## src/rtl/core/byte_ring_buffer_macros.svh

```systemverilog
// ----------------------------------------------------------------------------
// Byte ring buffer assertion macros
// Shared property forms for the checks at the end of the top level.
// ----------------------------------------------------------------------------
`ifndef BYTE_RING_BUFFER_MACROS_SVH
`define BYTE_RING_BUFFER_MACROS_SVH

// The consequent must hold in the same cycle as the antecedent.
`define BRB_ASSERT_SAME(label, ante, cons, msg) \
  label: assert property (@(posedge clk) disable iff (!rst_n) (ante) |-> (cons)) \
    else $error(msg);

// The consequent must hold in the cycle after the antecedent.
`define BRB_ASSERT_NEXT(label, ante, cons, msg) \
  label: assert property (@(posedge clk) disable iff (!rst_n) (ante) |=> (cons)) \
    else $error(msg);

`endif

```

## src/rtl/core/brb_pkg.sv

```systemverilog
// ----------------------------------------------------------------------------
// Byte ring buffer package
// Sizes, command codes, shared types and the position rules of the buffer.
// ----------------------------------------------------------------------------
package brb_pkg;

  localparam int unsigned BUF_SIZE = 256;
  localparam int unsigned ADDR_W   = $clog2(BUF_SIZE);
  localparam int unsigned PTR_W    = $clog2(BUF_SIZE + 1);
  localparam int unsigned CNT_W    = 9;
  localparam int unsigned DATA_W   = 8;
  localparam int unsigned CMD_W    = 3;

  typedef logic [PTR_W-1:0]  ptr_t;
  typedef logic [ADDR_W-1:0] addr_t;
  typedef logic [DATA_W-1:0] data_t;
  typedef logic [CNT_W-1:0]  cnt_t;

  localparam ptr_t SIZE_P = PTR_W'(BUF_SIZE);

  typedef enum logic [CMD_W-1:0] {
    CMD_WRITE  = 3'd0,
    CMD_READ   = 3'd1,
    CMD_ADV_RD = 3'd2,
    CMD_ADV_WR = 3'd3,
    CMD_QUERY  = 3'd4
  } cmd_t;

  typedef struct packed {
    logic  we;
    addr_t wr_addr;
    data_t wr_data;
    logic  re;
    addr_t rd_addr;
  } mem_req_t;

  typedef struct packed {
    logic valid;
    logic rd_take;
    logic accepted;
    cnt_t moved;
    cnt_t read_run;
    cnt_t write_run;
    logic is_empty;
    logic is_full;
  } rsp_t;

  typedef struct packed {
    ptr_t rd_pos;
    ptr_t wr_pos;
  } pos_t;

  function automatic logic empty_f(input ptr_t rp, input ptr_t wp);
    return (rp == wp) || ((rp >= SIZE_P) && (wp == '0));
  endfunction

  function automatic logic full_f(input ptr_t rp, input ptr_t wp);
    return ((rp == '0) && (wp >= SIZE_P)) || (PTR_W'(wp + ptr_t'(1)) == rp);
  endfunction

  function automatic ptr_t rd_run_f(input ptr_t rp, input ptr_t wp);
    return (rp > wp) ? ptr_t'(SIZE_P - rp) : ptr_t'(wp - rp);
  endfunction

  function automatic ptr_t wr_run_f(input ptr_t rp, input ptr_t wp);
    return (rp > wp) ? ptr_t'(rp - wp - ptr_t'(1)) : ptr_t'(SIZE_P - wp);
  endfunction

endpackage

```

## src/rtl/core/byte_ring_buffer.sv

```systemverilog
// The result item appears with out_valid in the cycle after start is taken.
// Throughput: one item per cycle while busy is low, with a registered read port in the byte memory.
// Reset is synchronous: both positions clear to zero and the stored bytes are kept.
// busy is high during reset and for the first cycle after it is released.
// The receiver cannot stall: each result is shown for exactly one cycle.
// ----------------------------------------------------------------------------
// Byte ring buffer
// Byte FIFO with byte read and write, position advances and a run query.
// ----------------------------------------------------------------------------
`include "byte_ring_buffer_macros.svh"

module byte_ring_buffer (
  input  logic       clk,
  input  logic       rst_n,
  input  logic       start,
  output logic       busy,
  input  logic [2:0] in_cmd,
  input  logic [7:0] in_write_byte,
  input  logic [8:0] in_count,
  output logic       out_valid,
  output logic [7:0] out_read_byte,
  output logic       out_accepted,
  output logic [8:0] out_moved,
  output logic [8:0] out_read_run,
  output logic [8:0] out_write_run,
  output logic       out_is_empty,
  output logic       out_is_full
);

  logic              in_fire;
  logic              pos_in_range;
  brb_pkg::mem_req_t mem_req;
  brb_pkg::rsp_t     rsp;
  brb_pkg::pos_t     pos;
  brb_pkg::data_t    rd_data;

  assign in_fire = start && !busy;

  brb_ctrl u_ctrl (
    .clk        (clk),
    .rst_n      (rst_n),
    .fire       (in_fire),
    .cmd        (in_cmd),
    .write_byte (in_write_byte),
    .count      (in_count),
    .busy       (busy),
    .mem_req    (mem_req),
    .rsp        (rsp),
    .pos        (pos)
  );

  brb_mem u_mem (
    .clk     (clk),
    .req     (mem_req),
    .rd_data (rd_data)
  );

  assign out_valid     = rsp.valid;
  assign out_read_byte = rsp.rd_take ? rd_data : '0;
  assign out_accepted  = rsp.accepted;
  assign out_moved     = rsp.moved;
  assign out_read_run  = rsp.read_run;
  assign out_write_run = rsp.write_run;
  assign out_is_empty  = rsp.is_empty;
  assign out_is_full   = rsp.is_full;

  assign pos_in_range = (pos.rd_pos <= brb_pkg::SIZE_P) && (pos.wr_pos <= brb_pkg::SIZE_P);

  `BRB_ASSERT_NEXT(a_item_strobe, in_fire, out_valid, "Accepted item gave no result strobe.")
  `BRB_ASSERT_NEXT(a_no_spurious, !in_fire, !out_valid, "Result strobe without an item.")
  `BRB_ASSERT_SAME(a_flags_excl, out_valid, !(out_is_empty && out_is_full), "Both flags set.")
  `BRB_ASSERT_SAME(a_pos_range, 1'b1, pos_in_range, "Position beyond the buffer end.")

endmodule

```

## src/rtl/core/brb_mem.sv

```systemverilog
// ----------------------------------------------------------------------------
// Byte ring buffer storage
// Single-port-write, single-port-read byte memory with a registered read.
// ----------------------------------------------------------------------------
module brb_mem (
  input  logic              clk,
  input  brb_pkg::mem_req_t req,
  output brb_pkg::data_t    rd_data
);

  brb_pkg::data_t mem [brb_pkg::BUF_SIZE];
  brb_pkg::data_t rd_data_r;

  always_ff @(posedge clk) begin
    if (req.we) begin
      mem[req.wr_addr] <= req.wr_data;
    end
  end

  always_ff @(posedge clk) begin
    if (req.re) begin
      rd_data_r <= mem[req.rd_addr];
    end
  end

  assign rd_data = rd_data_r;

endmodule

```

## src/rtl/core/brb_ctrl.sv

```systemverilog
// ----------------------------------------------------------------------------
// Byte ring buffer position control
// Holds the read and write positions, applies the wrap and clamp rules for
// each command, issues the memory access and registers the result item.
// ----------------------------------------------------------------------------
module brb_ctrl (
  input  logic              clk,
  input  logic              rst_n,
  input  logic              fire,
  input  logic [2:0]        cmd,
  input  brb_pkg::data_t    write_byte,
  input  brb_pkg::cnt_t     count,
  output logic              busy,
  output brb_pkg::mem_req_t mem_req,
  output brb_pkg::rsp_t     rsp,
  output brb_pkg::pos_t     pos
);

  brb_pkg::ptr_t rp_r, rp_nxt;
  brb_pkg::ptr_t wp_r, wp_nxt;
  brb_pkg::rsp_t rsp_r, rsp_nxt;
  logic          busy_r;

  always_comb begin
    logic          rd_ok;
    logic          wr_ok;
    brb_pkg::ptr_t rp1;
    brb_pkg::ptr_t wp1;
    brb_pkg::ptr_t avail;
    brb_pkg::ptr_t step;
    brb_pkg::ptr_t cnt_ext;

    rp_nxt  = rp_r;
    wp_nxt  = wp_r;
    rsp_nxt = '0;
    mem_req = '0;
    rd_ok   = 1'b0;
    wr_ok   = 1'b0;
    rp1     = rp_r;
    wp1     = wp_r;
    avail   = '0;
    step    = '0;
    cnt_ext = brb_pkg::PTR_W'(count);

    mem_req.wr_data = write_byte;

    if (fire) begin
      unique case (brb_pkg::cmd_t'(cmd))
        brb_pkg::CMD_WRITE: begin
          wr_ok = !brb_pkg::full_f(rp_r, wp_r);
          if (wr_ok && (wp_r >= brb_pkg::SIZE_P)) begin
            wp1 = '0;
          end
          wp_nxt = wp1;
          avail  = brb_pkg::wr_run_f(rp_r, wp1);
          if (wr_ok && (avail != '0) && (wp1 < brb_pkg::SIZE_P)) begin
            mem_req.we       = 1'b1;
            mem_req.wr_addr  = brb_pkg::ADDR_W'(wp1);
            wp_nxt           = brb_pkg::PTR_W'(wp1 + brb_pkg::ptr_t'(1));
            rsp_nxt.accepted = 1'b1;
          end
        end
        brb_pkg::CMD_READ: begin
          rd_ok = !brb_pkg::empty_f(rp_r, wp_r);
          if (rd_ok && (rp_r >= brb_pkg::SIZE_P)) begin
            rp1 = '0;
          end
          rp_nxt = rp1;
          avail  = brb_pkg::rd_run_f(rp1, wp_r);
          if (rd_ok && (avail != '0) && (rp1 < brb_pkg::SIZE_P)) begin
            mem_req.re       = 1'b1;
            mem_req.rd_addr  = brb_pkg::ADDR_W'(rp1);
            rp_nxt           = brb_pkg::PTR_W'(rp1 + brb_pkg::ptr_t'(1));
            rsp_nxt.accepted = 1'b1;
            rsp_nxt.rd_take  = 1'b1;
          end
        end
        brb_pkg::CMD_ADV_RD: begin
          rd_ok = !brb_pkg::empty_f(rp_r, wp_r);
          if (rd_ok) begin
            if (rp_r >= brb_pkg::SIZE_P) begin
              rp1 = '0;
            end
            avail         = brb_pkg::rd_run_f(rp1, wp_r);
            step          = (cnt_ext < avail) ? cnt_ext : avail;
            rp_nxt        = brb_pkg::PTR_W'(rp1 + step);
            rsp_nxt.moved = brb_pkg::CNT_W'(step);
          end
        end
        brb_pkg::CMD_ADV_WR: begin
          wr_ok = !brb_pkg::full_f(rp_r, wp_r);
          if (wr_ok) begin
            if (wp_r >= brb_pkg::SIZE_P) begin
              wp1 = '0;
            end
            avail         = brb_pkg::wr_run_f(rp_r, wp1);
            step          = (cnt_ext < avail) ? cnt_ext : avail;
            wp_nxt        = brb_pkg::PTR_W'(wp1 + step);
            rsp_nxt.moved = brb_pkg::CNT_W'(step);
          end
        end
        brb_pkg::CMD_QUERY: begin
          rd_ok = !brb_pkg::empty_f(rp_r, wp_r);
          if (rd_ok) begin
            if (rp_r >= brb_pkg::SIZE_P) begin
              rp1 = '0;
            end
            rsp_nxt.read_run = brb_pkg::CNT_W'(brb_pkg::rd_run_f(rp1, wp_r));
          end
          wr_ok = !brb_pkg::full_f(rp1, wp_r);
          if (wr_ok) begin
            if (wp_r >= brb_pkg::SIZE_P) begin
              wp1 = '0;
            end
            rsp_nxt.write_run = brb_pkg::CNT_W'(brb_pkg::wr_run_f(rp1, wp1));
          end
          rp_nxt = rp1;
          wp_nxt = wp1;
        end
        default: begin
          rp_nxt = rp_r;
          wp_nxt = wp_r;
        end
      endcase
    end

    rsp_nxt.valid    = fire;
    rsp_nxt.is_empty = brb_pkg::empty_f(rp_nxt, wp_nxt);
    rsp_nxt.is_full  = brb_pkg::full_f(rp_nxt, wp_nxt);
  end

  always_ff @(posedge clk) begin
    if (!rst_n) begin
      rp_r   <= '0;
      wp_r   <= '0;
      busy_r <= 1'b1;
      rsp_r  <= '0;
    end else begin
      rp_r   <= rp_nxt;
      wp_r   <= wp_nxt;
      busy_r <= 1'b0;
      rsp_r  <= rsp_nxt;
    end
  end

  assign busy       = busy_r;
  assign rsp        = rsp_r;
  assign pos.rd_pos = rp_r;
  assign pos.wr_pos = wp_r;

endmodule

```

## config.mk

```make
export PLATFORM = sky130hd
export DESIGN_NAME = byte_ring_buffer
export DESIGN_NICKNAME = d
export VERILOG_FILES = /design/src/rtl/core/brb_pkg.sv /design/src/rtl/core/byte_ring_buffer.sv /design/src/rtl/core/brb_mem.sv /design/src/rtl/core/brb_ctrl.sv
export VERILOG_INCLUDE_DIRS = /design/src /design/src/rtl/core
export SDC_FILE = /design/constraint.sdc
export NUM_CORES = 2
export LEC_CHECK = 0
export ABC_AREA = 1
export BUFFER_PORTS_ARGS = -buffer_cell sky130_fd_sc_hd__buf_2
export CAP_MARGIN = 30
export CORE_AREA = 2 2 398 400
export DETAILED_ROUTE_END_ITERATION = 10
export DIE_AREA = 0 0 400 402
export PLACE_DENSITY_LB_ADDON = 0.2
export SLEW_MARGIN = 20
export SYNTH_ARGS = -nofsm -noshare
export SYNTH_HDL_FRONTEND = slang
export SYNTH_SLANG_ARGS = --single-unit
```

## constraint.sdc

```tcl
create_clock -name clk -period 7.3 [get_ports clk]
set_clock_uncertainty 0.05 [all_clocks]
set_input_delay 0.73 -clock clk [delete_from_list [all_inputs] [get_ports clk]]
set_output_delay 0.73 -clock clk [all_outputs]
set_load 0.02 [all_outputs]
```

## Yosys cells after proc, flatten, opt, wreduce, memory -nomap -nowiden

Memories as Yosys holds them, arrays and structs flattened. A register that Yosys moved wholly into a read port is not among the register bits.
Index checks and enable logic that the tools add are counted.

| storage, ports and cells | value |
|---|---|
| bits in registers | 51 |
| memory bits (writable) | 2048 |
| input bits | 23 |
| output and inout bits | 40 |
| logic and storage cells | 146 |
| memories | 1 |

| cells by class | value |
|---|---|
| $add $sub $neg | 21 |
| $lt $le $gt $ge | 14 |
| equal/unequal tests | 9 |
| mux-type cells | 55 |
| bitwise logic cells | 3 |
| reduce and logical (&&, ||, !) cells | 32 |

Memory list:

| name | words | bits a word | read ports | clocked after memory_dff | write ports | RTL line | source |
|---|---|---|---|---|---|---|---|
| u_mem.mem | 256 | 8 | 1 | 1 | 1 | brb_mem.sv:11 | `brb_pkg::data_t mem [brb_pkg::BUF_SIZE];` |

Operators with widths:

| operator | count |
|---|---|
| 9-bit two-way mux | 45 |
| 9-bit greater-than comparator | 6 |
| 9-bit case mux with 3 select lines | 2 |
| 9-bit subtractor | 6 |
| 9-bit subtractor (first input constant) | 6 |
| 9-bit == test | 5 |
| 9-bit logical NOT | 5 |
| 9-bit by 1-bit adder with 9-bit output (second input constant) | 4 |
| 9-bit greater-or-equal comparator (second input constant) | 4 |
| 9-bit by 1-bit subtractor with 9-bit output (second input constant) | 3 |
| 9-bit adder | 2 |
| 9-bit < comparator | 2 |
| 9-bit < comparator (second input constant) | 2 |
| 9-bit case mux with 2 select lines | 1 |
| 9-bit nonzero test | 2 |
| 1-bit logical AND | 12 |
| 8-bit two-way mux | 1 |
| 4-bit OR reduction | 2 |
| 3-bit by 2-bit == test with 1-bit output (second input constant) | 2 |
| 1-bit logical OR | 5 |
| 1-bit two-way mux | 4 |
| 3-bit by 1-bit == test with 1-bit output (second input constant) | 1 |
| 3-bit == test (second input constant) | 1 |
| 1-bit logical NOT | 3 |
| other kinds (6) | 8 |

## Longest topological paths before layout

| logic depth | value |
|---|---|
| depth after elaboration | 21 |
| gate-level depth with buffers | 48 |
| mapped depth without buffers | 46 |

## Cells and area by module

A second synthesis with hierarchy kept.

| unflattened totals | value |
|---|---|
| cells, all modules | 8470 |
| area, all modules | 92024.5 µm² |

By module, submodules not included:

| module | times used | cells an instance | area each (µm²) | seq. area each (µm²) |
|---|---|---|---|---|
| brb_mem | 1 | 7003 | 83476.3 | 61739.2 |
| brb_ctrl | 1 | 1448 | 8475.6 | 1021.0 |
| byte_ring_buffer | 1 | 19 | 72.6 | 0.0 |

## Least setup slack after synthesis

OpenSTA, ideal clock, no wires.

| path | value |
|---|---|
| path kind | flip-flop to flip-flop |
| from | reg u_ctrl.rp_r[8] |
| to | reg u_ctrl.rsp_r (netlist bit u_ctrl.rsp[0]) |
| library setup time | 0.070 ns |
| arrival | 6.385 ns |
| required time | 7.180 ns |
| slack | 0.795 ns |
| cell stages (with the launch flop) | 36 |
| clock period less this slack | 6.505 ns |
| cells stage by stage | dfxtp_1 -> clkbuf_1 -> nor2_1 -> ha_1 -> fa_1 -> o31ai_1 -> a21oi_1 -> nor2_1 -> nor2_1 -> xor2_1 -> nor2_1 -> a31oi_1 -> ha_1 -> a21oi_1 -> nor2_1 -> a2111oi_0 -> nand2_1 -> inv_1 -> clkbuf_1 -> nand2_1 -> o21ai_0 -> ha_1 -> inv_1 -> fa_1 -> o21ai_0 -> a21oi_1 -> o21bai_1 -> nand2_1 -> inv_1 -> o21ai_0 -> a221oi_1 -> nand2_1 -> o21ai_0 -> nand4_1 -> or3_1 -> a21oi_1 |

| on the way | value |
|---|---|
| cells in the longest elaborated chain, start to end | 20 |
| elaborated cells between the ends (all ways) | 79 |
| those cells by class | 14 x add/sub; 10 x order compare; 4 x eq/ne; 30 x mux; 21 x reduce/logical |

Ends and longest elaborated chain:

| what | RTL line | source |
|---|---|---|
| from (decl) | brb_ctrl.sv:19 | `brb_pkg::ptr_t rp_r, rp_nxt;` |
| from (signal assigned) | brb_ctrl.sv:139 | `rp_r <= rp_nxt;` |
| parallel branches: the longest is 19 deep, another holds 9-bit subtractor | n/a |  |
| 1-bit logical OR * | brb_pkg.sv:58 | `return ((rp == '0) && (wp >= SIZE_P)) \|\| (PTR_W'(wp + ptr_t'(1)) == rp);` |
| to (signal assigned) | brb_ctrl.sv:142 | `rsp_r <= rsp_nxt;` |
| to (decl) | brb_ctrl.sv:21 | `brb_pkg::rsp_t rsp_r, rsp_nxt;` |

Mark *: on every way between the ends. The select of a mux whose other input is x is not followed.
A chain may end at the register's enable or synchronous reset.

## Final worst setup path

| path | value |
|---|---|
| from | reg u_ctrl.wp_r[0] |
| to | mem u_mem.mem[169][3] (netlist bit), enable pin |

| on the way | value |
|---|---|
| cells in the longest elaborated chain, start to end | 19 |
| elaborated cells between the ends (all ways) | 24 |
| those cells by class | 4 x add/sub; 3 x order compare; 1 x eq/ne; 9 x mux; 7 x reduce/logical |

Ends and longest elaborated chain:

| what | RTL line | source |
|---|---|---|
| from (decl) | brb_ctrl.sv:20 | `brb_pkg::ptr_t wp_r, wp_nxt;` |
| from (signal assigned) | brb_ctrl.sv:140 | `wp_r <= wp_nxt;` |
| 9-bit by 1-bit adder with 9-bit output or 9-bit greater-or-equal comparator (tied branches) | brb_pkg.sv:58, brb_ctrl.sv:51 |  |
| 9-bit == test or 1-bit logical AND (tied branches) | brb_pkg.sv:58 |  |
| 1-bit logical OR | brb_pkg.sv:58 |  |
| 1-bit logical NOT | brb_ctrl.sv:50 | `wr_ok = !brb_pkg::full_f(rp_r, wp_r);` |
| 1-bit logical AND | brb_ctrl.sv:51 | `if (wr_ok && (wp_r >= brb_pkg::SIZE_P)) begin` |
| 9-bit two-way mux | brb_ctrl.sv:51 |  |
| 9-bit two-way mux | brb_ctrl.sv:48 | `unique case (brb_pkg::cmd_t'(cmd))` |
| 9-bit two-way mux | brb_ctrl.sv:47 | `if (fire) begin` |
| [... 2 more ...] | n/a |  |
| 9-bit two-way mux | brb_pkg.sv:66 | `return (rp > wp) ? ptr_t'(rp - wp - ptr_t'(1)) : ptr_t'(SIZE_P - wp);` |
| 9-bit nonzero test | brb_ctrl.sv:56 | `if (wr_ok && (avail != '0) && (wp1 < brb_pkg::SIZE_P)) begin` |
| 1-bit logical AND (2 in a row) | brb_ctrl.sv:56 |  |
| 9-bit two-way mux * | brb_ctrl.sv:56 |  |
| 9-bit two-way mux * | brb_ctrl.sv:48 |  |
| 9-bit two-way mux * | brb_ctrl.sv:47 |  |
| 1-bit two-way mux | brb_mem.sv:15 | `if (req.we) begin` |
| 1-bit two-way mux (implied by the code) | brb_mem.sv:16 | `mem[req.wr_addr] <= req.wr_data;` |
| to (decl) | brb_mem.sv:11 |  |

Every way passes the cells marked *; elsewhere a longest branch is shown, timed or not. The select of a mux whose other input is x is not followed.

==> impl_metrics.ini <==
[sta]
holdWs_ns = 0.250
maxSlewHeadroom = 0.193
setup_viol = 0
timing.final.ws_setup_ns = 0.145
finalCriticalPeriod_ns = 7.15
fmax_ghz = 0.140
fin_crit_sh = 0.980
rsz0062_at_grt = yes
hold_violations = 0
slew_violations = 0
tightest_slew_ns = 1.21

[clocking]
clk_pin_slew_ns = 0.07
cts.sinks = 2107
htree_levels = 4
clkLatencyLatePin_ns = 0.87
cts_buffers = 205
cts_buffer_depth = 3
cts_hold_buffers = 0
cts_tree = done
root_buffer = clkbuf_16

[drt]
drt-initial-drc-count = 8429
vias_per_cell = 6.32
top_layer_used = met5
dr_total_vias = 63900
wl_per_cell_um = 26.1
drt-total-wl_um = 264000
drcViolationCount = 0
postRouteAntennaNets = 0
wl_met3_um = 29600
wl_met1_um = 103000
drt_pass1_iterations = 6
wl_met2_um = 121000

[synthesis]
seq_area_frac_synth = 0.672
yosys.area.top_type = edfxtp_1
syn_avg_cell_area_um2 = 11.8
syn_area_mm2 = 0.0934
synth_warnings = 0
postSynthCellCount = 7936
synth_area_leaders = edfxtp_1, nand3_1, mux2_2
yosysUniqueCellTypes = 61
yosysTopAreaCellShare = 0.661
synth_edf_count = 2056
ys_ff_latch = 2107
synth-async-reset-ratio = 0
synthFlopType = edfxtp_1

[power_and_ir_drop]
power.total_mw = 25.3
ir_drop_v = 0.000240
leakage_nw = 37.0
p_per_area_mw_per_mm2 = 246

[setup_path]
slowest_delay_ns = 0.78
path_buf_inv = 9
cp_top_family = simple AND/OR/NAND/NOR gates
start_kind = flop
cp_max_fo = 16
worst-setup-path-type = flop to flop
crit_arrival_ns = 7.57
crit_path_top_delay_cell = nor2_1
cpMostUsedCell = nand2_1
crit_required_ns = 7.72
path_depth = 33
critPathCaptureType = flop
r2r_cells = 33

[global_route]
grt.overflow.total = 0
grt_pass1_vias = 61500
antenna_found_initial = 6
track_usage = 0.324
grt_pass1_wl_um = 387000
grt_max_degree = 201

[layout]
mostFrequentLayoutCells = edfxtp_1, nand2_1, nand3_1
fin_util = 0.656
fin_area_mm2 = 0.103
drive_above_1_share = 0.128
nNetsFinal = 8002
final_common_cell = edfxtp_1
areaGrowthSynthToFinish_pct = 10.4

[die]
num_io_pins = 63
dieArea_mm2 = 0.161
dieHeight_um = 402
dieWidth_um = 400
start_util = 0.594
rows = 146
core_mm2 = 0.157

[min_path]
hold_class = primary input to flop
min_path_cells = 3

[status]
outcome = finished, final reports clean

[placement]
io_buffers = 62
dpl_cell_area_mm2 = 0.0960
post-place-ws_ns = 0.275
gp_congestion = 1.00
dp_hpwl_um = 155000

[flow_run]
drv_cap = 0
-- synthesized netlist by cell type (44+ instances only) --
cell	number
edfxtp_1	2056
nand3_1	924
buf_2	116
dfxtp_1	51
nand2_1	1046
a21oi_1	564
mux2i_1	108
ha_1	94
xor2_1	44
o211ai_1	158
inv_1	292
o21ai_0	613
clkbuf_1	346
nor2_1	897
mux2_2	357
-- stage by stage --
stage | TNS (ns) | instances
after floorplan | 0 | 7938
after global placement | 0 | 9735
after detailed placement | 0 | 9735
after CTS | 0 | 10100
after global routing | -190.75 | 10100
final | 0 | 10100
-- flip-flops by register name (all words and copies together) (netlist names) --
register and count:
u_mem.rd_data 8, u_ctrl.rp_r 9, u_ctrl.rsp 32, u_mem.mem 2048
u_ctrl.busy 1, u_ctrl.wp_r 9
-- what timing repair did --
item | in CTS | in global routing
endpoints found under the setup margin | 0 | 1239
buffers inserted | 0 | 4
gates resized for setup | 0 | 106
-- layer usage --
layer	track usage	vias to the layer above
met3	0.0838	574
met2	0.491	3643
met5	0	-
met4	0.123	6
met1	0.452	31200
li1	-	28500
-- area by class of cell --
cell class,count,area [µm²]
Multi-Input combinational cell,4992,27400
Tap cell,2072,2590
Timing Repair Buffer,261,2520
Sequential cell,2107,62800
Fill cell,11700,54000
Clock inverter,120,1310
Clock buffer,251,5320
Inverter,311,1180
Antenna cell,1,2.50
-- worst reg2reg max path, delay by kind of cell, from the launching register on --
| kind | cells | cell delay (ns) |
|---|---|---|
| XOR/XNOR | 1 | 0.18 |
| AO/OA/AOI/OAI | 3 | 0.70 |
| flip-flops | 1 | 0.33 |
| AND/OR/NAND/NOR | 18 | 3.68 |
| adder cells (fa/ha/maj) | 2 | 0.69 |
| buffers and inverters | 9 | 1.14 |
-- cell families (layout without fill, tap and decap cells) --
kind of cell,count (synthesis),in the layout,share of synthesized area
AOI/OAI and AO/OA,1397,1397,0.0805
xor gates and xnor gates,62,62,0.00596
adders and majority gates,101,101,0.0141
buffers and inverters,839,943,0.0379
DFF,2107,2107,0.672
muxes,465,465,0.0546
other,1,4,0.0000402
and+or+nand+nor,2964,2964,0.135
-- where the power goes --
group          leakage [nW]  internal, mW  switching [mW]
registers              18.9          13.3         0.00691
logic                  14.9         0.437            1.13
clock network          3.21          5.88            4.59
-- path summary, 6_finish.rpt --
| check | start | end | slack [ns] |
|---|---|---|---|
| worst min-delay path | rst_n | u_ctrl.rsp[31] | 0.25 |
| worst min register to register | u_ctrl.rp_r[4] | u_ctrl.rp_r[4] | 0.68 |
| worst max register to register | u_ctrl.wp_r[0] | u_mem.mem[169][3] | 0.15 |
| worst max-delay path | u_ctrl.wp_r[0] | u_mem.mem[169][3] | 0.15 |
Note: power is estimated with default switching activity, not from simulation.
